`config.mk`:
```
export PLATFORM = sky130hd
export DESIGN_NAME = intensity_reflector_cluster_detect
export DESIGN_NICKNAME = d
export VERILOG_FILES = /design/src/rtl/core/irc_pkg.sv /design/src/rtl/core/intensity_reflector_cluster_detect.sv /design/src/rtl/core/irc_div.sv /design/src/rtl/core/irc_dp.sv /design/src/rtl/core/irc_ctrl.sv
export SDC_FILE = /design/constraint.sdc
export NUM_CORES = 2
export LEC_CHECK = 0
export ABC_CLOCK_PERIOD_IN_PS = 14500
export BUFFER_PORTS_ARGS = -buffer_cell sky130_fd_sc_hd__buf_2
export CAP_MARGIN = 40
export CORE_MARGIN = 10
export CORE_UTILIZATION = 65
export CTS_BUF_LIST = sky130_fd_sc_hd__clkbuf_8
export DETAILED_ROUTE_END_ITERATION = 16
export HOLD_SLACK_MARGIN = 0.1
export PLACE_DENSITY = 0.83
export SKIP_LAST_GASP = 1
export SYNTH_ARGS = -nofsm -noshare
export SYNTH_HDL_FRONTEND = slang
export SYNTH_SLANG_ARGS = --single-unit
export TNS_END_PERCENT = 50
```
`constraint.sdc`:
```
create_clock -name clk -period 14.5 [get_ports clk]
set_clock_uncertainty 0.15 [all_clocks]
set_input_delay 0 -clock clk [delete_from_list [all_inputs] [get_ports clk]]
set_output_delay 0 -clock clk [all_outputs]
set_load 0.02 [all_outputs]
```
`src/rtl/core/irc_pkg.sv`:
```
// ---------------------------------------------------------------------------
// irc_pkg: shared types and constants for the reflector cluster detector
// Payload structs, register indexes, controller/datapath command and status.
// ---------------------------------------------------------------------------
package irc_pkg;

    localparam int BEAM_COUNT  = 4096;
    localparam int CNT_W       = $clog2(BEAM_COUNT) + 1;   // counter holds BEAM_COUNT
    localparam int IDX_W       = $clog2(BEAM_COUNT);
    localparam int INT_W       = 16;
    localparam int RNG_W       = 16;
    localparam int WS_W        = 28;
    localparam int IWS_W       = 40;
    localparam int RWS_W       = 44;
    localparam int CFG_W       = 23;
    localparam int CFG_IDX_W   = 3;
    localparam int FRAC_W      = 8;
    localparam int DVD_W       = IWS_W + FRAC_W;           // 48
    localparam int Q_W         = 20;
    localparam int DIV_CNT_W   = $clog2(DVD_W + 1);
    localparam int STEP_W      = 18;
    localparam int WIDTH_W     = IDX_W + STEP_W;

    // register indexes
    localparam logic [CFG_IDX_W-1:0] REG_THRESHOLD  = 3'd0;
    localparam logic [CFG_IDX_W-1:0] REG_MIN_POINTS = 3'd1;
    localparam logic [CFG_IDX_W-1:0] REG_MAX_SPAN   = 3'd2;
    localparam logic [CFG_IDX_W-1:0] REG_MIN_WIDTH  = 3'd3;
    localparam logic [CFG_IDX_W-1:0] REG_MAX_WIDTH  = 3'd4;
    localparam logic [CFG_IDX_W-1:0] REG_ANGLE_STEP = 3'd5;
    localparam logic [CFG_IDX_W-1:0] REG_RANGE_LO   = 3'd6;
    localparam logic [CFG_IDX_W-1:0] REG_RANGE_HI   = 3'd7;

    typedef struct packed {
        logic [INT_W-1:0] beam_intensity;
        logic [RNG_W-1:0] beam_range_mm;
        logic             range_finite;
        logic             last_beam;
    } beam_t;

    typedef struct packed {
        logic [Q_W-1:0]   center_index_q8;
        logic [IDX_W-1:0] peak_index;
        logic [IDX_W-1:0] start_index;
        logic [IDX_W-1:0] end_index;
        logic [INT_W-1:0] peak_intensity;
        logic [RNG_W-1:0] center_range_mm;
    } result_t;

    typedef struct packed {
        logic load;
        logic eval;
        logic accum;
        logic width;
        logic div_start;
        logic div_sel;      // 0: center index, 1: center range
        logic cap_center;
        logic cap_range;
        logic emit;
    } cmd_t;

    typedef struct packed {
        logic close;
        logic accept;
        logic div_done;
        logic out_free;
    } status_t;

endpackage

```
`src/rtl/core/intensity_reflector_cluster_detect.sv`:
```
// ---------------------------------------------------------------------------
// intensity_reflector_cluster_detect: lidar reflector cluster detector
// Groups bright beams into clusters and reports weighted centers of good ones.
// ---------------------------------------------------------------------------
// A beam is taken, evaluated and accumulated in turn. A beam that closes a
// cluster adds the width and acceptance checks. An accepted cluster then
// runs two 48-step divisions on the shared restoring divider (index and
// range centers). Each division is a start, 48 shifts and the capture. A
// last step writes the output register once it is free. The output
// register holds one result, so beams keep flowing while it waits to be
// taken unless a second result is ready behind it.
// ---------------------------------------------------------------------------
module intensity_reflector_cluster_detect
    import irc_pkg::*;
(
    input  logic                 clk,
    input  logic                 rst_n,
    input  logic                 cfg_we,
    input  logic [CFG_IDX_W-1:0] cfg_index,
    input  logic [CFG_W-1:0]     cfg_data,
    input  logic                 beam_valid,
    output logic                 beam_stall,
    input  beam_t                beam,
    output logic                 result_valid,
    input  logic                 result_stall,
    output result_t              result
);

    cmd_t    cmd;
    status_t status;

    irc_ctrl u_ctrl (
        .clk        (clk),
        .rst_n      (rst_n),
        .beam_valid (beam_valid),
        .beam_stall (beam_stall),
        .status     (status),
        .cmd        (cmd)
    );

    irc_dp u_dp (
        .clk          (clk),
        .rst_n        (rst_n),
        .cfg_we       (cfg_we),
        .cfg_index    (cfg_index),
        .cfg_data     (cfg_data),
        .beam         (beam),
        .cmd          (cmd),
        .status       (status),
        .result_valid (result_valid),
        .result_stall (result_stall),
        .result       (result)
    );

    a_emit_free: assert property (@(posedge clk) disable iff (!rst_n)
        cmd.emit |-> (!result_valid || !result_stall))
        else $error("result overwritten while stalled");

    a_one_beam: assert property (@(posedge clk) disable iff (!rst_n)
        (beam_valid && !beam_stall) |=> beam_stall)
        else $error("second beam taken during evaluation");

    a_result_src: assert property (@(posedge clk) disable iff (!rst_n)
        $rose(result_valid) |-> $past(cmd.emit))
        else $error("result raised without emit");

endmodule

```
`src/rtl/core/irc_div.sv`:
```
// ---------------------------------------------------------------------------
// irc_div: restoring divider, one dividend bit per cycle
// Keeps the low Q_W quotient bits; divisor must be nonzero.
// ---------------------------------------------------------------------------
module irc_div
    import irc_pkg::*;
(
    input  logic             clk,
    input  logic             rst_n,
    input  logic             start,
    input  logic [DVD_W-1:0] dividend,
    input  logic [WS_W-1:0]  divisor,
    output logic             done,
    output logic [Q_W-1:0]   quotient
);

    logic [DVD_W-1:0]     dvd_reg;
    logic [WS_W-1:0]      rem_reg;
    logic [Q_W-1:0]       q_reg;
    logic [DIV_CNT_W-1:0] cnt_reg;
    logic                 busy_reg;
    logic                 done_reg;
    logic [WS_W:0]        trial;
    logic                 fits;

    assign trial = {rem_reg, dvd_reg[DVD_W-1]};
    assign fits  = trial >= {1'b0, divisor};

    always_ff @(posedge clk or negedge rst_n)
    begin
        if (!rst_n)
        begin
            busy_reg <= 1'b0;
            done_reg <= 1'b0;
            cnt_reg  <= '0;
        end
        else
        begin
            done_reg <= 1'b0;
            if (start)
            begin
                busy_reg <= 1'b1;
                cnt_reg  <= DIV_CNT_W'(DVD_W);
            end
            else if (busy_reg)
            begin
                cnt_reg <= cnt_reg - 1'b1;
                if (cnt_reg == DIV_CNT_W'(1))
                begin
                    busy_reg <= 1'b0;
                    done_reg <= 1'b1;
                end
            end
        end
    end

    always_ff @(posedge clk)
    begin
        if (start)
        begin
            dvd_reg <= dividend;
            rem_reg <= '0;
            q_reg   <= '0;
        end
        else if (busy_reg)
        begin
            dvd_reg <= {dvd_reg[DVD_W-2:0], 1'b0};
            rem_reg <= fits ? WS_W'(trial - {1'b0, divisor}) : trial[WS_W-1:0];
            q_reg   <= {q_reg[Q_W-2:0], fits};
        end
    end

    assign done     = done_reg;
    assign quotient = q_reg;

endmodule

```
`src/rtl/core/irc_dp.sv`:
```
// ---------------------------------------------------------------------------
// irc_dp: datapath of the reflector cluster detector
// Registers, beam counter, cluster accumulators, checks, divider, output reg.
// ---------------------------------------------------------------------------
module irc_dp
    import irc_pkg::*;
(
    input  logic                 clk,
    input  logic                 rst_n,
    input  logic                 cfg_we,
    input  logic [CFG_IDX_W-1:0] cfg_index,
    input  logic [CFG_W-1:0]     cfg_data,
    input  beam_t                beam,
    input  cmd_t                 cmd,
    output status_t              status,
    output logic                 result_valid,
    input  logic                 result_stall,
    output result_t              result
);

    logic [INT_W-1:0]         thr_reg;
    logic [CNT_W-1:0]         minp_reg;
    logic [RNG_W-1:0]         span_max_reg;
    logic [CFG_W-1:0]         wmin_reg;
    logic [CFG_W-1:0]         wmax_reg;
    logic signed [STEP_W-1:0] step_reg;
    logic [RNG_W-1:0]         floor_reg;
    logic [RNG_W-1:0]         ceil_reg;

    beam_t                    beam_reg;
    logic [CNT_W-1:0]         counter_reg;
    logic                     in_cluster_reg;
    logic [IDX_W-1:0]         start_reg;
    logic [CNT_W-1:0]         size_reg;
    logic [WS_W-1:0]          ws_reg;
    logic [IWS_W-1:0]         iws_reg;
    logic [RWS_W-1:0]         rws_reg;
    logic [RNG_W-1:0]         near_reg;
    logic [RNG_W-1:0]         far_reg;
    logic [INT_W-1:0]         peak_reg;
    logic                     add_reg;
    logic                     close_reg;
    logic [IDX_W+INT_W-1:0]   pidx_reg;
    logic [RNG_W+INT_W-1:0]   prng_reg;
    logic [WIDTH_W-1:0]       width_reg;
    logic [Q_W-1:0]           q8_reg;
    logic [RNG_W-1:0]         crng_reg;
    logic                     result_valid_reg;
    result_t                  result_reg;

    logic [IDX_W-1:0]         idx;
    logic                     in_window;
    logic                     bright;
    logic                     join_beam;
    logic                     rng_ok;
    logic                     close_now;
    logic [RNG_W-1:0]         base_near;
    logic [RNG_W-1:0]         base_far;
    logic [INT_W-1:0]         base_peak;
    logic [CNT_W-1:0]         base_size;
    logic [STEP_W-1:0]        step_mag;
    logic [RNG_W-1:0]         span;
    logic [IDX_W-1:0]         size_less;
    logic [DVD_W-1:0]         div_dividend;
    logic                     div_done;
    logic [Q_W-1:0]           div_q;
    logic [Q_W:0]             q8_round;
    logic                     out_free;

    // configuration registers
    always_ff @(posedge clk or negedge rst_n)
    begin
        if (!rst_n)
        begin
            thr_reg      <= INT_W'(45);
            minp_reg     <= CNT_W'(5);
            span_max_reg <= RNG_W'(30);
            wmin_reg     <= CFG_W'(10000);
            wmax_reg     <= CFG_W'(120000);
            step_reg     <= STEP_W'(8727);
            floor_reg    <= RNG_W'(150);
            ceil_reg     <= RNG_W'(12000);
        end
        else if (cfg_we)
        begin
            unique case (cfg_index)
                REG_THRESHOLD:  thr_reg      <= cfg_data[INT_W-1:0];
                REG_MIN_POINTS: minp_reg     <= cfg_data[CNT_W-1:0];
                REG_MAX_SPAN:   span_max_reg <= cfg_data[RNG_W-1:0];
                REG_MIN_WIDTH:  wmin_reg     <= cfg_data;
                REG_MAX_WIDTH:  wmax_reg     <= cfg_data;
                REG_ANGLE_STEP: step_reg     <= signed'(cfg_data[STEP_W-1:0]);
                REG_RANGE_LO:   floor_reg    <= cfg_data[RNG_W-1:0];
                REG_RANGE_HI:   ceil_reg     <= cfg_data[RNG_W-1:0];
                default:        ;
            endcase
        end
    end

    // beam classification
    assign idx       = counter_reg[IDX_W-1:0];
    assign in_window = counter_reg < CNT_W'(BEAM_COUNT);
    assign bright    = beam_reg.beam_intensity >= thr_reg;
    assign join_beam = in_window && bright;
    assign rng_ok    = beam_reg.range_finite && (beam_reg.beam_range_mm >= floor_reg)
                       && (beam_reg.beam_range_mm <= ceil_reg);
    assign close_now = (in_window && !bright && in_cluster_reg)
                       || (beam_reg.last_beam && (in_cluster_reg || join_beam));

    // a new cluster starts from the empty values
    assign base_near = in_cluster_reg ? near_reg : '1;
    assign base_far  = in_cluster_reg ? far_reg : '0;
    assign base_peak = in_cluster_reg ? peak_reg : '0;
    assign base_size = in_cluster_reg ? size_reg : '0;

    always_ff @(posedge clk or negedge rst_n)
    begin
        if (!rst_n)
        begin
            counter_reg    <= '0;
            in_cluster_reg <= 1'b0;
            add_reg        <= 1'b0;
            close_reg      <= 1'b0;
        end
        else if (cmd.eval)
        begin
            if (beam_reg.last_beam)
            begin
                counter_reg <= '0;
            end
            else if (in_window)
            begin
                counter_reg <= counter_reg + 1'b1;
            end
            in_cluster_reg <= close_now ? 1'b0 : (join_beam ? 1'b1 : in_cluster_reg);
            add_reg        <= join_beam && rng_ok;
            close_reg      <= close_now;
        end
    end

    always_ff @(posedge clk)
    begin
        if (cmd.load)
        begin
            beam_reg <= beam;
        end
        if (cmd.eval)
        begin
            pidx_reg <= idx * beam_reg.beam_intensity;
            prng_reg <= beam_reg.beam_range_mm * beam_reg.beam_intensity;
            if (join_beam)
            begin
                size_reg <= base_size + 1'b1;
                near_reg <= base_near;
                far_reg  <= base_far;
                peak_reg <= base_peak;
                if (!in_cluster_reg)
                begin
                    start_reg <= idx;
                    ws_reg    <= '0;
                    iws_reg   <= '0;
                    rws_reg   <= '0;
                end
                if (rng_ok)
                begin
                    if (beam_reg.beam_range_mm < base_near)
                        near_reg <= beam_reg.beam_range_mm;
                    if (beam_reg.beam_range_mm > base_far)
                        far_reg <= beam_reg.beam_range_mm;
                    if (beam_reg.beam_intensity > base_peak)
                        peak_reg <= beam_reg.beam_intensity;
                end
            end
        end
        if (cmd.accum && add_reg)
        begin
            ws_reg  <= ws_reg + WS_W'(beam_reg.beam_intensity);
            iws_reg <= iws_reg + IWS_W'(pidx_reg);
            rws_reg <= rws_reg + RWS_W'(prng_reg);
        end
        if (cmd.width)
        begin
            width_reg <= size_less * step_mag;
        end
        if (cmd.cap_center)
        begin
            q8_reg <= div_q;
        end
        if (cmd.cap_range)
        begin
            crng_reg <= div_q[RNG_W-1:0];
        end
    end

    // acceptance checks
    assign step_mag  = step_reg[STEP_W-1] ? STEP_W'(-step_reg) : STEP_W'(step_reg);
    assign size_less = IDX_W'(size_reg - 1'b1);
    assign span      = (far_reg >= near_reg) ? RNG_W'(far_reg - near_reg) : '0;

    assign status.close    = close_reg;
    assign status.accept   = (size_reg >= minp_reg) && (ws_reg != '0)
                             && (span <= span_max_reg)
                             && (width_reg >= WIDTH_W'(wmin_reg))
                             && (width_reg <= WIDTH_W'(wmax_reg));
    assign status.div_done = div_done;
    assign status.out_free = out_free;

    // index sum is scaled by 256 so one division gives the q8 center
    assign div_dividend = cmd.div_sel ? DVD_W'(rws_reg) : {iws_reg, {FRAC_W{1'b0}}};

    irc_div u_div (
        .clk      (clk),
        .rst_n    (rst_n),
        .start    (cmd.div_start),
        .dividend (div_dividend),
        .divisor  (ws_reg),
        .done     (div_done),
        .quotient (div_q)
    );

    // rounding half up equals adding one half in q8
    assign q8_round = {1'b0, q8_reg} + (Q_W+1)'(1 << (FRAC_W - 1));
    assign out_free = !result_valid_reg || !result_stall;

    always_ff @(posedge clk or negedge rst_n)
    begin
        if (!rst_n)
        begin
            result_valid_reg <= 1'b0;
        end
        else if (cmd.emit)
        begin
            result_valid_reg <= 1'b1;
        end
        else if (!result_stall)
        begin
            result_valid_reg <= 1'b0;
        end
    end

    always_ff @(posedge clk)
    begin
        if (cmd.emit)
        begin
            result_reg.center_index_q8 <= q8_reg;
            result_reg.peak_index      <= q8_round[FRAC_W +: IDX_W];
            result_reg.start_index     <= start_reg;
            result_reg.end_index       <= start_reg + size_less;
            result_reg.peak_intensity  <= peak_reg;
            result_reg.center_range_mm <= crng_reg;
        end
    end

    assign result_valid = result_valid_reg;
    assign result       = result_reg;

endmodule

```
`src/rtl/core/irc_ctrl.sv`:
```
// ---------------------------------------------------------------------------
// irc_ctrl: sequencer of the reflector cluster detector
// Steps one beam through eval/accumulate, judges on close, divides if accepted.
// ---------------------------------------------------------------------------
module irc_ctrl
    import irc_pkg::*;
(
    input  logic    clk,
    input  logic    rst_n,
    input  logic    beam_valid,
    output logic    beam_stall,
    input  status_t status,
    output cmd_t    cmd
);

    typedef enum logic [9:0] {
        S_IDLE  = 10'b0000000001,
        S_EVAL  = 10'b0000000010,
        S_ACC   = 10'b0000000100,
        S_WIDTH = 10'b0000001000,
        S_JUDGE = 10'b0000010000,
        S_DIV1  = 10'b0000100000,
        S_WAIT1 = 10'b0001000000,
        S_DIV2  = 10'b0010000000,
        S_WAIT2 = 10'b0100000000,
        S_WRITE = 10'b1000000000
    } state_t;

    state_t state_reg;
    state_t state_next;

    always_ff @(posedge clk or negedge rst_n)
    begin
        if (!rst_n)
            state_reg <= S_IDLE;
        else
            state_reg <= state_next;
    end

    always_comb
    begin
        state_next = state_reg;
        cmd        = '0;
        beam_stall = 1'b1;
        unique case (state_reg)
            S_IDLE:
            begin
                beam_stall = 1'b0;
                if (beam_valid)
                begin
                    cmd.load   = 1'b1;
                    state_next = S_EVAL;
                end
            end
            S_EVAL:
            begin
                cmd.eval   = 1'b1;
                state_next = S_ACC;
            end
            S_ACC:
            begin
                cmd.accum  = 1'b1;
                state_next = status.close ? S_WIDTH : S_IDLE;
            end
            S_WIDTH:
            begin
                cmd.width  = 1'b1;
                state_next = S_JUDGE;
            end
            S_JUDGE:
            begin
                state_next = status.accept ? S_DIV1 : S_IDLE;
            end
            S_DIV1:
            begin
                cmd.div_start = 1'b1;
                state_next    = S_WAIT1;
            end
            S_WAIT1:
            begin
                if (status.div_done)
                begin
                    cmd.cap_center = 1'b1;
                    state_next     = S_DIV2;
                end
            end
            S_DIV2:
            begin
                cmd.div_start = 1'b1;
                cmd.div_sel   = 1'b1;
                state_next    = S_WAIT2;
            end
            S_WAIT2:
            begin
                cmd.div_sel = 1'b1;
                if (status.div_done)
                begin
                    cmd.cap_range = 1'b1;
                    state_next    = S_WRITE;
                end
            end
            S_WRITE:
            begin
                // hold until the output register can take the result
                if (status.out_free)
                begin
                    cmd.emit   = 1'b1;
                    state_next = S_IDLE;
                end
            end
            default:
            begin
                state_next = S_IDLE;
            end
        endcase
    end

endmodule

```
# Word level (Yosys, flattened, before mapping)
# Cells that the tools add are included.
# W data, S select, Z words.
# word_totals
out_inout_bits,90
wordCells,199
input_bits,65
register_bits,705
# op_classes
n_lt_le_gt_ge,13
n_eq_ne,24
n_reduce_logical,41
n_mul,3
bitwise,1
muxes,62
n_addsub,12
# op_table
cell,count
$mux W44,4
$mux W16,10
$mux W40,4
$mux W48,3
$mux W28,5
$pmux W10 S10,1
$ge A16 B16 Y1,3
$add A44 B32 Y44,1
$add A40 B28 Y40,1
$mux W10,4
$mux W13,3
$gt A16 B16 Y1,2
$le A16 B16 Y1,2
$mul A16 B16 Y32,1
$ge A30 B23 Y1,1
$le A30 B23 Y1,1
$mul A12 B18 Y30,1
$ge A29 B28 Y1,1
$add A28 B16 Y28,1
$mul A12 B16 Y28,1
$reduce_bool A28 Y1,1
$sub A28 B28 Y28,1
$add A13 B1 Y13 const B,2
$mux W1,23
38 further kinds,79

# Logic depth before layout (Yosys ltp)
# depth
word_depth,8
ltp_mapped,29
depth_no_buf,27

# By module
# From an unflattened synthesis, not the netlist that was laid out.
# unflattened
cells_unflattened,5837
area_unflattened_um2,58916.5
# modules_own_cells
module,instances,area_each_um2,seq_area_each_um2,cells_each
irc_dp,1,52218.8,17005.1,5184
irc_div,1,6069.6,2602.5,587
irc_ctrl,1,628.1,251.5,66

# Worst setup path after synthesis
# OpenSTA, ideal clock, no wires.
# synth_path
path_kind,register -> register
start,register u_ctrl.state_reg[4]
end,"register u_dp.iws_reg[0], enable pin"
t_arrival_ps,10559
setup_ps,739
required_ps,13611
path_slack_ps,3052
period_less_slack_ps,11448
path_stages_with_launch,8
path_buffers,0
path_cell_list,dfrtp_1 -> nor4_2 -> nand2_1 -> or3_1 -> or3b_2 -> inv_2 -> nand3_1 -> o21ai_0
# synth_between
elab_chain_len,5
word_cells_on_any_way,9
cone_classes,eq/ne: 3; mux: 2; reduce/logical: 4
# synth_lines
item,line_no,source
"start, declared",irc_ctrl.sv:29,state_t state_reg;
"start signal, assigned",irc_ctrl.sv:37,state_reg <= state_next;
$eq A10 B3 Y1,irc_ctrl.sv:45,unique case (state_reg)
$mux W1,irc_ctrl.sv:45,
$logic_and A1 B1 Y1,irc_dp.sv:175,if (cmd.accum && add_reg)
$ne A2 B2 Y1 (no source line) or $reduce_bool A2 Y1 (tied branches),-,
$reduce_and A3 Y1 (no source line) (*),-,
"end signal, assigned",irc_dp.sv:178,iws_reg <= iws_reg + IWS_W'(pidx_reg);
"end, declared",irc_dp.sv:36,logic [IWS_W-1:0] iws_reg;
# Mark *: on every way between the ends. The rest lies on a longest branch, timed or not.
# A chain may end at the register's enable or synchronous reset.

# Final worst setup path
# layout_path
start,register u_dp.size_reg[0]
end,"register u_dp.width_reg[29], data pin"
# layout_between
elab_chain_len,2
# layout_lines
item,line_no,source
"start, declared",irc_dp.sv:34,logic [CNT_W-1:0] size_reg;
"start signal, assigned",irc_dp.sv:153,size_reg <= base_size + 1'b1;
$sub A12 B1 Y12,irc_dp.sv:197,assign size_less = IDX_W'(size_reg - 1'b1);
$mul A12 B18 Y30,irc_dp.sv:183,width_reg <= size_less * step_mag;
"end signal, assigned",irc_dp.sv:183,
"end, declared",irc_dp.sv:45,logic [WIDTH_W-1:0] width_reg;
# No other way between the ends.

==> metrics.txt <==
outcome complete, no violations; Adder-Cell Fraction of Synth Area 0.288; largest area contributor in the netlist edfxtp_1; mapped cell area 58500 um^2; number of global-route vias before repair ~48000; Syn Inst Count 5818; critical path's most frequent cell inv_1; Post-synth EDFFs around 480; overall routed net length between 150000 and 200000 um; post-synthesis async set-or-reset flop share 0.250; Final min period roughly 8.4 ns; number of endpoints failing setup at the final stage 0; Hold Violations, Final 0; worst path required time between 10 and 15 ns; Worst Hold Class input pin to flip-flop; Max Clk Rate 119 MHz; Syn. warnings 0; io pins around 160; nets 7228; Slew Limit Fails 0; Setup crit end kind flip-flop; slowest cell delay on critical path roughly 0.64 ns; Synth area leaders edfxtp_1 25%, fa_1 17%, ha_1 12%, dfrtp_1 5.8%, inv_1 5.2%; crit-path max FO 19; FP Rows about 110; TNS Setup 0 ns; initial antenna violation count 10; drt first pass iters 11; max reg flops between 80 and 90; Synth cell types 99; share of the synthesized area in the top cell type 0.247; Startpoint Class flip-flop; post-synthesis mux area share 0.0364; core area between 80000 and 90000 um^2; delay-heaviest family, CP adder cells; first-pass GRT wire length roughly 260000 um; # DRC 0; Fillers slightly below 6000; Die ar. 102000 um^2; clock buffer depth 3; share of cells above drive strength 1 0.0938; compound-gate portion of the synthesized area 0.100; Starting Density 0.659; Final GP Congestion 0.987; actual slew at the worst max-slew pin around 0.95 ns; Primary FF master, synth edfxtp_1; largest net degree at the start of global routing 87; Synth Area in Simple Gates 0.132; clock buffer count from CTS roughly 120; buffer and inverter count on the worst path 6; Worst EP arrival between 8 and 9 ns; Via Count approximately 46000; port buffer count 154; syn nets 6929; Worst path slowest cell clkinv_1; Synth Area per Inst just over 10 um^2; H-tree lvl count 3; chip width around 320 um; worst setup path class flip-flop to flip-flop; wire per inst ~22 um; post-DP HPWL roughly 110000 um; vias per std cell ~6.2; Clock transition at path regs around 0.07 ns; XOR/XNOR Fraction of Synth Area 0.0370; Rel. slew slack 0.350; Final ANT Viol Nets 0; GRT Util Overall 0.319; main combinational cell family by area after synthesis adder cells; Die Ht approximately 320 um; Seq/Total Area, Yosys 0.340; Layout area overhead 10.7%; Max Cap Viol 0; # clock sinks roughly 710; root buffer cell clkbuf_8; Final Cycle Share 0.577; clock latency on the worst-skew pair about 0.86 ns; RSZ-0062 raised after global routing no; number of DRC markers in iteration 0 4814; CTS tree built; total grt overflow 0; Synth Register Bits about 700
cells in the mapped netlist, types with 71 or more instances:
library cell  count
xor2_1           89
a21oi_1         230
xnor2_1         156
and2_1          131
inv_1           806
nor2_1          384
o21ai_0         263
dfrtp_1         136
nand2_1         707
mux2i_1         123
a21o_1          123
clkbuf_1        176
nand3_1          71
mux2_2           80
edfxtp_1        481
fa_1            500
ha_1            546
layout make-up:
type                            count  area, um^2  area share
Clock buffer                      128        1760      0.0272
Inverter                          814        3060      0.0472
Antenna cell                        9        22.5    0.000348
Timing Repair Buffer              397        3180      0.0491
Multi-Input combinational cell   4083       34800       0.537
Sequential cell                   705       19900       0.307
Tap cell                         1165        1460      0.0225
Clock inverter                     88         609     0.00941
worst register-to-register path, delay by kind of cell, from the launching register on:
kind | cells | cell delay, ns
xor+xnor | 2 | 0.33
fa+ha+maj | 7 | 3.39
flops | 1 | 0.49
buf+inv | 6 | 1.53
simple gates | 3 | 0.34
compound gates | 7 | 1.87
metrics by stage:
stage | hold slack (ns) | util | instances | area, um^2 | setup slack, ns
global route | 0.155 | 0.729 | 7387 | 64700 | 5.82
floorplan | -0.446 | - | 5818 | 58500 | 3.05
CTS | 0.104 | 0.728 | 7377 | 64600 | 6.54
finish | 0.201 | 0.729 | 7389 | 64700 | 6.13
detailed placement | -0.251 | 0.684 | 7005 | 60700 | 6.57
global placement | -0.257 | 0.680 | 6984 | 60400 | 6.54
cells in the final DEF (no fill, tap or decap), types with 30 or more instances in the layout:
| master | n |
|---|---|
| mux2_2 | 80 |
| nand2_1 | 706 |
| buf_2 | 153 |
| a21oi_1 | 229 |
| dlygate4sd3_1 | 155 |
| nor2b_1 | 57 |
| fa_1 | 500 |
| and3_1 | 34 |
| dfrtp_1 | 134 |
| o21ai_0 | 262 |
| xor2_1 | 87 |
| or3_1 | 38 |
| edfxtp_1 | 481 |
| nor2_1 | 382 |
| nand4_1 | 70 |
| ha_1 | 546 |
| inv_1 | 845 |
| nand3_1 | 71 |
| mux2i_1 | 123 |
| nor3_1 | 60 |
| clkbuf_8 | 128 |
| dfxtp_1 | 48 |
| a21o_1 | 123 |
| buf_4 | 70 |
| xnor2_1 | 156 |
| nand2b_1 | 30 |
| dfstp_2 | 40 |
| and2_1 | 131 |
| o21a_1 | 37 |
| a211oi_1 | 32 |
what timing repair did:
item | CTS | global route
hold endpoints to repair | 475 | 0
gates resized for setup | 0 | 0
hold buffers | 156 | 0
buffers inserted | 0 | 0
kinds of logic after synthesis:
logic type                 count (synthesis)
AOI/OAI and AO/OA                        916
buffers and inverters                   1030
adders and majority gates               1046
muxes                                    203
and+or+nand+nor                         1672
DFF                                      705
xor gates and xnor gates                 246
final timing paths:
kind                       cells after the start                  end        startpoint  slack (ns)
setup / recovery                              25   u_dp.width_reg[29]  u_dp.size_reg[0]        6.13
hold / removal                                 4    u_dp.floor_reg[0]      cfg_index[1]        0.20
setup reg to reg                              25   u_dp.width_reg[29]  u_dp.size_reg[0]        6.13
hold reg to reg                                0       u_dp.result[1]  u_dp.crng_reg[1]        0.27
max in group asynchronous                      6  u_dp.u_div.busy_reg             rst_n       12.40
min in group asynchronous                      5    u_dp.wmin_reg[14]             rst_n        0.56
layer usage:
metal / wire [um] / global-route usage / vias up
met3: 18600 / 0.0919 / 874
met4: 11900 / 0.207 / 6
met1: 60400 / 0.388 / 22128
met5: 82 / 0.00567 / -
li1: - / - / 20199
met2: 73600 / 0.495 / 2781
Power is not shown: default switching activity piles up to over one toggle a cycle in this logic, so the estimate is an artifact.
